### src/rtl/ps2md_pkg.sv
`default_nettype none

package ps2md_pkg;

  // Header byte bit positions
  localparam int HdrLeftBit   = 0;
  localparam int HdrRightBit  = 1;
  localparam int HdrMiddleBit = 2;
  localparam int HdrOneBit    = 3;
  localparam int HdrXSignBit  = 4;
  localparam int HdrYSignBit  = 5;
  localparam int HdrXOvfBit   = 6;
  localparam int HdrYOvfBit   = 7;

  // Field widths
  localparam int ByteW  = 8;
  localparam int SensW  = 10;
  localparam int MoveW  = 10;   // nine-bit movement, negated Y needs +256
  localparam int ProdW  = 20;   // signed movement times sensitivity
  localparam int MagW   = 18;   // |product| <= 256 * 1023
  localparam int DeltaW = 13;

  // Divide by 100 as multiply by ceil(2^25 / 100), exact for MagW-bit inputs
  localparam int RecipShift = 25;
  localparam int RecipW     = 19;
  localparam logic [RecipW-1:0] RecipMul = RecipW'((2 ** RecipShift + 99) / 100);
  localparam int QuotW      = DeltaW - 1;

  localparam logic [SensW-1:0] SensReset = SensW'(100);

  // Assembled packet handed from the byte assembler to the scaler
  typedef struct packed {
    logic             pvalid;
    logic [MoveW-1:0] dx;
    logic [MoveW-1:0] dy;
    logic             left;
    logic             right;
    logic             middle;
  } pkt_t;

endpackage

`default_nettype wire

### src/rtl/ps2md_asm.sv
`default_nettype none

module ps2md_asm (
  input  wire logic                          clk,
  input  wire logic                          rst_n,
  input  wire logic                          in_valid,
  output logic                               in_stall,
  input  wire logic [ps2md_pkg::ByteW-1:0]   in_rx_byte,
  output logic                               pkt_valid,
  output ps2md_pkg::pkt_t                    pkt,
  input  wire logic                          dn_ready
);
  import ps2md_pkg::*;

  localparam logic [1:0] POS_HDR = 2'd0;
  localparam logic [1:0] POS_X   = 2'd1;
  localparam logic [1:0] POS_Y   = 2'd2;

  logic [1:0]       pos_r, pos_nxt;
  logic [ByteW-1:0] hdr_r, hdr_nxt;
  logic [ByteW-1:0] xb_r, xb_nxt;
  logic             pkt_v_r, pkt_v_nxt;
  pkt_t             pkt_r, pkt_nxt;
  logic             acc;
  logic             emit;
  logic             ovf;
  logic [MoveW-1:0] y_raw;

  // A new word may enter while the packet slot is free or draining
  assign in_stall = pkt_v_r && !dn_ready;
  assign acc      = in_valid && !in_stall;

  // Byte position sequencer
  always_comb begin
    pos_nxt = pos_r;
    hdr_nxt = hdr_r;
    xb_nxt  = xb_r;
    emit    = 1'b0;
    if (acc) begin
      unique case (pos_r)
        POS_HDR: begin
          if (in_rx_byte[HdrOneBit]) begin
            hdr_nxt = in_rx_byte;
            pos_nxt = POS_X;
          end
        end
        POS_X: begin
          xb_nxt  = in_rx_byte;
          pos_nxt = POS_Y;
        end
        POS_Y: begin
          pos_nxt = POS_HDR;
          emit    = 1'b1;
        end
        default: begin
          pos_nxt = POS_HDR;
        end
      endcase
    end
  end

  // Packet fields; an overflowed packet carries all zeros
  assign ovf   = hdr_r[HdrXOvfBit] || hdr_r[HdrYOvfBit];
  assign y_raw = {{(MoveW-ByteW){hdr_r[HdrYSignBit]}}, in_rx_byte};

  always_comb begin
    pkt_nxt = '0;
    if (!ovf) begin
      pkt_nxt.pvalid = 1'b1;
      pkt_nxt.dx     = {{(MoveW-ByteW){hdr_r[HdrXSignBit]}}, xb_r};
      pkt_nxt.dy     = MoveW'(0) - y_raw;
      pkt_nxt.left   = hdr_r[HdrLeftBit];
      pkt_nxt.right  = hdr_r[HdrRightBit];
      pkt_nxt.middle = hdr_r[HdrMiddleBit];
    end
  end

  assign pkt_v_nxt = emit || (pkt_v_r && !dn_ready);

  always_ff @(posedge clk) begin
    if (!rst_n) begin
      pos_r   <= POS_HDR;
      hdr_r   <= '0;
      xb_r    <= '0;
      pkt_v_r <= 1'b0;
    end else begin
      pos_r   <= pos_nxt;
      hdr_r   <= hdr_nxt;
      xb_r    <= xb_nxt;
      pkt_v_r <= pkt_v_nxt;
    end
  end

  always_ff @(posedge clk) begin
    if (emit) begin
      pkt_r <= pkt_nxt;
    end
  end

  assign pkt_valid = pkt_v_r;
  assign pkt       = pkt_r;

  // Third byte of a packet always fills the packet slot
  a_emit_fills: assert property (@(posedge clk) disable iff (!rst_n)
    acc && (pos_r == POS_Y) |=> pkt_v_r)
    else $error("third byte did not produce a packet");

  // A held packet is not overwritten
  a_pkt_hold: assert property (@(posedge clk) disable iff (!rst_n)
    pkt_v_r && !dn_ready |=> pkt_v_r && $stable(pkt_r))
    else $error("held packet changed");

  // An accepted X byte always advances the sequencer to the Y position
  a_pos_range: assert property (@(posedge clk) disable iff (!rst_n)
    acc && (pos_r == POS_X) |=> (pos_r == POS_Y))
    else $error("X byte did not advance to Y position");

endmodule

`default_nettype wire

### src/rtl/ps2md_scale.sv
`default_nettype none

module ps2md_scale (
  input  wire logic                                clk,
  input  wire logic                                rst_n,
  input  wire logic                                pkt_valid,
  input  wire ps2md_pkg::pkt_t                     pkt,
  output logic                                     up_ready,
  input  wire logic [ps2md_pkg::SensW-1:0]         sens,
  output logic                                     out_valid,
  input  wire logic                                out_stall,
  output logic                                     out_packet_valid,
  output logic signed [ps2md_pkg::DeltaW-1:0]      out_delta_x,
  output logic signed [ps2md_pkg::DeltaW-1:0]      out_delta_y,
  output logic                                     out_left_button,
  output logic                                     out_right_button,
  output logic                                     out_middle_button
);
  import ps2md_pkg::*;

  // Signed product divided by 100, truncating toward zero
  function automatic logic [DeltaW-1:0] div100(input logic [ProdW-1:0] p);
    logic                     neg;
    logic [ProdW-1:0]         abs_p;
    logic [MagW+RecipW-1:0]   qm;
    logic [QuotW-1:0]         q;
    neg   = p[ProdW-1];
    abs_p = neg ? (ProdW'(0) - p) : p;
    qm    = (MagW+RecipW)'(abs_p[MagW-1:0]) * (MagW+RecipW)'(RecipMul);
    q     = qm[RecipShift +: QuotW];
    return neg ? (DeltaW'(0) - {1'b0, q}) : {1'b0, q};
  endfunction

  logic                    m_v_r, m_v_nxt;
  logic [ProdW-1:0]        px_r, py_r;
  logic                    m_pv_r, m_l_r, m_r_r, m_m_r;
  logic                    m_ready;
  logic                    m_load;
  logic signed [ProdW-1:0] sx, sy, ss;

  logic                    o_v_r, o_v_nxt;
  logic                    o_pv_r, o_l_r, o_r_r, o_m_r;
  logic [DeltaW-1:0]       ox_r, oy_r;
  logic                    o_ready;
  logic                    o_load;

  // Ready chain back from the output register
  assign o_ready  = !o_v_r || !out_stall;
  assign m_ready  = !m_v_r || o_ready;
  assign up_ready = m_ready;
  assign m_load   = pkt_valid && m_ready;
  assign o_load   = m_v_r && o_ready;

  // Multiply stage operands: movement sign extended, sensitivity zero extended, to product width
  assign sx = {{(ProdW-MoveW){pkt.dx[MoveW-1]}}, pkt.dx};
  assign sy = {{(ProdW-MoveW){pkt.dy[MoveW-1]}}, pkt.dy};
  assign ss = {{(ProdW-SensW){1'b0}}, sens};

  assign m_v_nxt = m_load || (m_v_r && !o_ready);
  assign o_v_nxt = o_load || (o_v_r && out_stall);

  always_ff @(posedge clk) begin
    if (!rst_n) begin
      m_v_r <= 1'b0;
      o_v_r <= 1'b0;
    end else begin
      m_v_r <= m_v_nxt;
      o_v_r <= o_v_nxt;
    end
  end

  // Multiply stage
  always_ff @(posedge clk) begin
    if (m_load) begin
      px_r   <= sx * ss;
      py_r   <= sy * ss;
      m_pv_r <= pkt.pvalid;
      m_l_r  <= pkt.left;
      m_r_r  <= pkt.right;
      m_m_r  <= pkt.middle;
    end
  end

  // Reciprocal divide stage into the output register
  always_ff @(posedge clk) begin
    if (o_load) begin
      ox_r   <= div100(px_r);
      oy_r   <= div100(py_r);
      o_pv_r <= m_pv_r;
      o_l_r  <= m_l_r;
      o_r_r  <= m_r_r;
      o_m_r  <= m_m_r;
    end
  end

  assign out_valid         = o_v_r;
  assign out_packet_valid  = o_pv_r;
  assign out_delta_x       = $signed(ox_r);
  assign out_delta_y       = $signed(oy_r);
  assign out_left_button   = o_l_r;
  assign out_right_button  = o_r_r;
  assign out_middle_button = o_m_r;

  // An overflowed packet carries no movement and no buttons
  a_ovf_zero: assert property (@(posedge clk) disable iff (!rst_n)
    o_v_r && !o_pv_r |-> (ox_r == '0) && (oy_r == '0) && !o_l_r && !o_r_r && !o_m_r)
    else $error("overflowed packet has nonzero fields");

  // Output drains when taken and nothing follows from the multiply stage
  a_drain: assert property (@(posedge clk) disable iff (!rst_n)
    o_v_r && !out_stall && !m_v_r |=> !o_v_r)
    else $error("output word repeated");

  // A multiply word is never lost while the output is stalled
  a_mul_hold: assert property (@(posedge clk) disable iff (!rst_n)
    m_v_r && o_v_r && out_stall |=> m_v_r && $stable(px_r) && $stable(py_r))
    else $error("multiply stage word lost");

endmodule

`default_nettype wire

### src/rtl/ps2_mouse_packet_decoder.sv
`default_nettype none

// PS/2 mouse packet decoder.
// Input channel: one received mouse byte per word on in_rx_byte, handshake
// in_valid / in_stall. Bytes are assembled into header, X and Y; a header
// word without its always-one bit is dropped.
// Output channel: one word per complete packet (buttons, scaled X, negated
// and scaled Y, packet_valid), handshake out_valid / out_stall.
// Config: cfg_wr_en writes cfg_wr_data into the sensitivity register
// (percent, reset value 100); write it only while no packet is in flight.
// Throughput: one byte per cycle while the receiver does not stall. The
// result word passes from the packet register, which loads on the edge that
// accepts the third byte, through the multiply register to the divide-by-100
// output register.
// Reset (synchronous, active low) empties all stages, returns the byte
// position to the header and sets sensitivity to 100.
// When the receiver stalls, the output word holds; the two inner stages fill
// behind it and in_stall rises once the packet register is also held.

module ps2_mouse_packet_decoder (
  input  wire logic                                clk,
  input  wire logic                                rst_n,
  input  wire logic                                in_valid,
  output logic                                     in_stall,
  input  wire logic [ps2md_pkg::ByteW-1:0]         in_rx_byte,
  output logic                                     out_valid,
  input  wire logic                                out_stall,
  output logic                                     out_packet_valid,
  output logic signed [ps2md_pkg::DeltaW-1:0]      out_delta_x,
  output logic signed [ps2md_pkg::DeltaW-1:0]      out_delta_y,
  output logic                                     out_left_button,
  output logic                                     out_right_button,
  output logic                                     out_middle_button,
  input  wire logic                                cfg_wr_en,
  input  wire logic [ps2md_pkg::SensW-1:0]         cfg_wr_data
);
  import ps2md_pkg::*;

  logic [SensW-1:0] sens_r;
  logic             pkt_valid;
  pkt_t             pkt;
  logic             dn_ready;

  // Sensitivity register
  always_ff @(posedge clk) begin
    if (!rst_n) begin
      sens_r <= SensReset;
    end else if (cfg_wr_en) begin
      sens_r <= cfg_wr_data;
    end
  end

  ps2md_asm u_asm (
    .clk        (clk),
    .rst_n      (rst_n),
    .in_valid   (in_valid),
    .in_stall   (in_stall),
    .in_rx_byte (in_rx_byte),
    .pkt_valid  (pkt_valid),
    .pkt        (pkt),
    .dn_ready   (dn_ready)
  );

  ps2md_scale u_scale (
    .clk               (clk),
    .rst_n             (rst_n),
    .pkt_valid         (pkt_valid),
    .pkt               (pkt),
    .up_ready          (dn_ready),
    .sens              (sens_r),
    .out_valid         (out_valid),
    .out_stall         (out_stall),
    .out_packet_valid  (out_packet_valid),
    .out_delta_x       (out_delta_x),
    .out_delta_y       (out_delta_y),
    .out_left_button   (out_left_button),
    .out_right_button  (out_right_button),
    .out_middle_button (out_middle_button)
  );

endmodule

`default_nettype wire

### config.mk
export PLATFORM = sky130hd
export DESIGN_NAME = ps2_mouse_packet_decoder
export DESIGN_NICKNAME = d
export VERILOG_FILES = /design/src/rtl/ps2md_pkg.sv /design/src/rtl/ps2md_asm.sv /design/src/rtl/ps2md_scale.sv /design/src/rtl/ps2_mouse_packet_decoder.sv
export SDC_FILE = /design/constraint.sdc
export NUM_CORES = 1
export LEC_CHECK = 0
export BUFFER_PORTS_ARGS = -buffer_cell sky130_fd_sc_hd__buf_2
export CORE_ASPECT_RATIO = 0.6
export CORE_UTILIZATION = 45
export DETAILED_ROUTE_END_ITERATION = 7
export GPL_ROUTABILITY_DRIVEN = 0
export GPL_TIMING_DRIVEN = 0
export PLACE_DENSITY = 0.7
export SLEW_MARGIN = 20
export SYNTH_ARGS = -nofsm -noshare
export SYNTH_HDL_FRONTEND = slang
export SYNTH_SLANG_ARGS = --single-unit
### constraint.sdc
create_clock -name clk -period 13.2 [get_ports clk]
set_clock_uncertainty 0.1 [all_clocks]
set_input_delay 0.66 -clock clk [delete_from_list [all_inputs] [get_ports clk]]
set_output_delay 0.66 -clock clk [all_outputs]
set_load 0.02 [all_outputs]
==> run metrics, run 1 <==
register cell area after layout ~3500 µm²; slew margin rel. about a fifth; final number of max-transition violations 0; Worst VDD drop roughly 180 µV; main flop type after synthesis edfxtp_1; synthesized area 23300 µm²; pin count of the biggest net entering global routing 26; final instance area 25200 µm²; DR iter-0 viols 1158; CTS tree done; Fmax a little under 100 MHz; post-synthesis cell count around 2300; drt drc 0; gr ovfl total 0; global-route wire length before repair slightly below 90000 µm; DRT Pass-1 Iters 6; vias in the first global route approximately 17000; RSZ-0062 raised after global routing no; r2r setup slk approximately 3100 ps; critical path arrival roughly 10000 ps; net count after synthesis 3141; clk root buf clkbuf_16; number of H-tree levels 4; worst slew pin tran 1180 ps; Die H between 150 and 200 µm; Detail Route Antenna Nets 0; Die Width slightly below 300 µm; Longest Clk Path Bufs 2; post-route clock period utilization 76.2%; Hold Path Origin u_asm.pkt[0]$_SDFFCE_PN0P_; P&R area growth vs syn 7.96%; syn avg cell area ~10 µm²; Port Buffers 52; Via-to-Cell Ratio around 5.2; Max Fanout on Critical Path 9; Yosys reg bits 125; # setup viols final 0; reg2reg start u_scale.px_r[0]$_DFFE_PP_; Post-synth EDFFs 95; clock-pin transition on the worst setup and hold timing paths 70 ps; CP Capture Type flop; Async SR Flop Fraction 0%; multi-input gate area in the final layout between 15000 and 20000 µm²; all-layer global routing usage between 20% and 30%; number of top-level pins 55; post-route setup TNS 0 ps; Total Power roughly 4 mW; P_leak approximately 13 nW; # hold bufs at CTS 0; Initial Util a little under half; worst-skew pair later-pin latency about 460 ps; DR WL/cell between 15 and 20 µm; Post-Route WL 54100 µm; HPWL after detailed placement roughly 47000 µm; min cycle time layout around 10000 ps; Clock Sinks around 130; number of CTS-inserted buffers 17; # nets final 3216; ratio of cells with drive above 1 in the final layout roughly 5.0%; Hold Path Sink u_scale.m_m_r$_DFFE_PP_; row cnt 64; core box area slightly above 50000 µm²; DIE AREA approximately 53000 µm²; Final Hold Vio Count 0; Worst setup SP type flop; Max Cap Viol 0; WP data required 13300 ps; DR vias 16200; P per Cell Area about 160 nW/µm²; Inserted Diodes 0; Worst Hold Class reg -> reg; Synth cell types 69; FF-to-FF End u_scale.out_delta_x[9]$_DFFE_PP_; initial antenna violation count 0; Post-CTS Setup Bufs 0; Hold Crit Depth 0; Gates resized, CTS repair 0; fillers about 4700; Placed Area around 25000 µm²; Yosys warnings 0; sequential area share after synthesis about 15%; Reg2Reg Depth 24; outcome completed; WS Path Type reg -> reg
sequential cells by signal, indices dropped and copies added, names as in the netlist, 2 cells and up:
register and flops:
u_asm.pkt 23, u_scale.px_r 19, u_scale.py_r 19, u_scale.out_delta_x 13, u_scale.out_delta_y 13, sens_r 10, u_asm.xb_r 8, u_asm.hdr_r 7
u_asm.pos_r 2
Yosys cell counts, drive strengths merged (7+ instances only):
cell	count	area (µm²)
o21bai	11	82.6
inv	572	2150
o211ai	19	148
nor2	53	199
xnor2	79	692
clkbuf	49	184
a211oi	9	80.1
nor4	7	43.8
or2	8	52.6
edfxtp	95	2850
dfxtp	30	601
o21a	12	90.1
a21o	16	120
nand3	12	60.1
fa	358	7170
o21ai	48	244
o31ai	9	67.6
o41ai	7	68.8
nor2b	36	225
nor3	19	95.1
ha	424	5310
nand2	143	537
mux2i	21	210
xor2	26	228
and2	110	688
a21oi	54	274
nand2b	27	169
and3	8	50.1
per-stage QoR:
| step | cells | utilization [%] | hold WS (ps) | setup slack, ps |
|---|---|---|---|---|
| 2_1_floorplan | 2336 | - | 300 | 4800 |
| 3_3_place_gp | 3081 | 47.9 | 308 | 3580 |
| 3_5_place_dp | 3085 | 48.1 | 305 | 3330 |
| 4_1_cts | 3117 | 49.3 | 322 | 3290 |
| 5_1_grt | 3117 | 49.3 | 330 | 2750 |
| 6_report | 3117 | 49.3 | 322 | 3150 |
logic make-up (layout without fill, tap and decap cells):
group           after synthesis  count (layout)  share of synthesized area [%]
fa+ha+maj                   782             782                           53.4
buf+inv                     623             711                           10.0
simple gates                450             450                           9.97
compound gates              228             228                           6.83
flops                       125             125                           14.8
xor+xnor                    105             105                           3.94
mux                          23              23                          0.997
power breakdown:
| group | internal [mW] | switching (mW) |
|---|---|---|
| clock network | 0.274 | 0.226 |
| registers | 0.530 | 0.00588 |
| logic | 1.23 | 1.68 |
| total | 2.03 | 1.91 |
per-layer routing:
| layer | share of wire, % | up-vias | track usage [%] |
|---|---|---|---|
| li1 | - | 7556 | - |
| met1 | 49 | 8086 | 33.4 |
| met2 | 40 | 545 | 30.4 |
| met3 | 10 | 46 | 6.12 |
| met4 | 0.95 | 0 | 3.39 |
| met5 | 0 | - | 0 |
area by class of cell:
class	instances	share of cell area, %
Timing Repair Buffer	56	1.30
Sequential cell	125	13.7
Tap cell	693	3.44
Buffer	51	0.789
Clock inverter	15	0.740
Inverter	572	8.52
Multi-Input combinational cell	1588	69.8
Clock buffer	17	1.69
worst max-delay path, cell delays in order, from the launching register on:
cell      delay (ps)
edfxtp_1         620
inv_1            250
nand2_1          130
o41ai_1          830
o21ai_0          250
xor2_1           810
fa_1             640
ha_1             370
fa_1             530
fa_1             540
fa_1             560
inv_1             60
fa_1             530
inv_1             40
ha_1             310
nand4_1          200
a211oi_1         770
o21ai_0          260
o211ai_2         470
a31o_2           230
nor3_1            60
nor3_1           650
a32oi_1          210
o22a_1           240
xnor2_1          140
layout by cell type (no fill, tap or decap), drive strengths merged, types with 9 or more instances in the layout:
cell type | Yosys | routed
nand3 | 12 | 12
buf | 2 | 58
o211ai | 19 | 19
o21bai | 11 | 11
nor2 | 53 | 53
a211oi | 9 | 9
nor3 | 19 | 19
fa | 358 | 358
o21ai | 48 | 48
dfxtp | 30 | 30
o21a | 12 | 12
xnor2 | 79 | 79
nand2b | 27 | 27
ha | 424 | 424
edfxtp | 95 | 95
nor2b | 36 | 36
mux2i | 21 | 21
xor2 | 26 | 26
a21oi | 54 | 54
clkbuf | 49 | 66
o31ai | 9 | 9
inv | 572 | 583
and2 | 110 | 110
nand2 | 143 | 143
a21o | 16 | 16
worst max path at each step:
stage | endpoint | slack [ps] | startpoint
floorplan | u_scale.out_delta_y[12]$_SDFFCE_PN0P_ | 4800 | u_scale.py_r[0]$_DFFE_PP_
global placement | u_scale.out_delta_x[9]$_DFFE_PP_ | 3580 | u_scale.px_r[0]$_DFFE_PP_
detailed placement | u_scale.out_delta_x[9]$_DFFE_PP_ | 3330 | u_scale.px_r[0]$_DFFE_PP_
CTS | u_scale.out_delta_x[9]$_DFFE_PP_ | 3290 | u_scale.px_r[0]$_DFFE_PP_
global route | u_scale.out_delta_x[9]$_DFFE_PP_ | 2750 | u_scale.px_r[2]$_DFFE_PP_
finish | u_scale.out_delta_x[9]$_DFFE_PP_ | 3150 | u_scale.px_r[0]$_DFFE_PP_
Note: power is estimated with default switching activity, not from simulation.
==> run 2: changes to the inputs <==
clock period = 9.7 ns   (was 13.2 ns; I/O delays follow)
==> run metrics, run 2 (synthesis results as in run 1) <==
WS Path Type reg -> reg; outcome completed; combinational power share 73.9% (about the same); Layout Utilization 49.6% (+0.26 points); DR WL/cell 17.4 µm (+0.24%); commonest non-fill, non-tap cell in the layout inv_1; Initial Util 45.7% (unchanged); Worst VDD drop 242 µV (+36%); post-route clock period utilization 96.6% (+20 points); clk root buf clkbuf_16; all-layer global routing usage 21.7% (about the same); worst-skew pair later-pin latency 450 ps (about the same); cell internal pwr 2.78 mW (+37%); vias in the first global route 16900 (-0.059%); Longest Clk Path Bufs 2 (unchanged); core box area 51100 µm² (unchanged); Fmax 107 MHz (+7.3%); WP data required 9790 ps (-3510 ps); Max Cap Viol 0 (unchanged); initial antenna violation count 0 (unchanged); DRT Pass-1 Iters 5 (-1); final instance area 25300 µm² (+0.54%); pin count of the biggest net entering global routing 26 (unchanged); global-route wire length before repair 88800 µm (about the same); row cnt 64 (unchanged); gr ovfl total 0 (unchanged); Placed Area 24600 µm² (unchanged); Net Sw Power 2.62 mW (+37%); switching part of the total 48.5% (about the same); CP Capture Type flop; # hold bufs at CTS 0 (unchanged); P per Cell Area 213 nW/µm² (+36%); Detail Route Antenna Nets 0 (unchanged); slew margin rel. 20.5% (-0.34 points); post-route setup TNS 0 ps (unchanged); Inserted Diodes 0 (unchanged); RSZ-0062 raised after global routing no; Worst Hold Class in -> reg; Worst setup SP type flop; Port Buffers 52 (unchanged); Final Hold Vio Count 0 (unchanged); number of top-level pins 55 (unchanged); clock-pin transition on the worst setup and hold timing paths 70 ps (about the same); # setup viols final 0 (unchanged); most frequent cells in the layout inv_1 (572), ha_1 (424), fa_1 (358), nand2_1 (143), and2_1 (110); Die H 178 µm (unchanged); number of flip-flops in the largest register 23 (unchanged); power share of the clock group 12.6% (about the same); min cycle time layout 9370 ps (-683 ps); DIE AREA 52800 µm² (unchanged); number of H-tree levels 4 (unchanged); DR vias 16200 (-0.44%); final number of max-transition violations 0 (unchanged); # nets final 3220 (+0.12%); drt drc 0 (unchanged); P_leak 12.7 nW (+0.40%); Total Power 5.40 mW (+37%); number of CTS-inserted buffers 17 (unchanged); DR iter-0 viols 1157 (-0.086%); Post-Route WL 54300 µm (+0.37%); P&R area growth vs syn 8.54%; CTS tree done; Die Width 296 µm (unchanged); critical path arrival 9460 ps (-690 ps); Clock Sinks 125 (unchanged); Via-to-Cell Ratio 5.18 (-0.57%); worst slew pin tran 1180 ps (+5.02 ps); Max Fanout on Critical Path 10 (+1); ratio of cells with drive above 1 in the final layout 5.81% (+0.77 points); HPWL after detailed placement 46600 µm (unchanged); Flop pwr share 13.5% (about the same)
## run 2: worst max-delay path, cell delays in order, from the launching register on
cell,delay [ps]
edfxtp_1,660
clkbuf_1,540
o21ai_0,290
xnor2_2,520
inv_1,240
fa_1,640
inv_1,120
fa_1,520
inv_1,50
fa_1,520
fa_1,460
fa_1,560
inv_1,60
fa_1,530
inv_1,40
ha_1,310
nand4_1,230
a211oi_2,510
o21ai_0,220
o211ai_2,450
a31o_2,230
nor3_1,60
nor3_1,670
a32oi_1,210
o22a_1,250
xnor2_1,140
## run 2: final cells by class
| type | instances | area, µm² |
|---|---|---|
| buffer | 51 | 199 |
| clock buffer | 17 | 425 |
| clock inverter | 15 | 186 |
| fill | 4721 | 25700 |
| inverter | 572 | 2150 |
| multi-input combinational | 1588 | 17700 |
| sequential | 125 | 3450 |
| tap | 693 | 867 |
| timing repair buffer | 60 | 357 |
## run 2: power groups by stage
| stage | clock network [mW] | logic, mW | registers, mW |
|---|---|---|---|
| final | 0.678 | 3.99 | 0.729 |
| after global placement | 0 | 3.78 | 0.740 |
| after detailed placement | 0 | 3.92 | 0.740 |
| after global routing | 0.716 | 4.58 | 0.730 |
| after floorplan | 0 | 3.02 | 0.739 |
| after CTS | 0.688 | 3.99 | 0.728 |
## run 2: final timing paths
path,slack (ps),depth (start not counted),start,to
worst min register to register,320,0,u_asm.pkt[0]$_SDFFCE_PN0P_,u_scale.m_m_r$_DFFE_PP_
worst max-delay path,330,25,u_scale.px_r[19]$_DFFE_PP_,u_scale.out_delta_x[9]$_DFFE_PP_
worst min-delay path,170,3,cfg_wr_data[2],sens_r[2]$_SDFFE_PN1P_
worst max register to register,330,25,u_scale.px_r[19]$_DFFE_PP_,u_scale.out_delta_x[9]$_DFFE_PP_
## run 2: stage by stage
stage / hold WS [ps] / setup slack (ps) / std cells
final: 169 / 330 / 3121
after global routing: 189 / 28.5 / 3121
after CTS: 147 / 99.6 / 3117
after detailed placement: 305 / -170 / 3085
after global placement: 308 / 76.3 / 3081
after floorplan: 300 / 1300 / 2336
## run 2: layer usage
| layer | up-vias | share of wire, % | GRT usage (%) |
|---|---|---|---|
| li1 | 7560 | - | - |
| met1 | 8031 | 50 | 33.3 |
| met2 | 533 | 40 | 30.4 |
| met3 | 37 | 9.7 | 6.19 |
| met4 | 0 | 0.90 | 3.39 |
| met5 | - | 0 | 0 |
## run 2: repair_timing
| action | 4_1_cts | 5_1_grt |
|---|---|---|
| setup buffers | 0 | 4 |
| gates resized for setup | 4 | 11 |
| pin swaps | 0 | 2 |
| setup endpoints to repair | 10 | 15 |
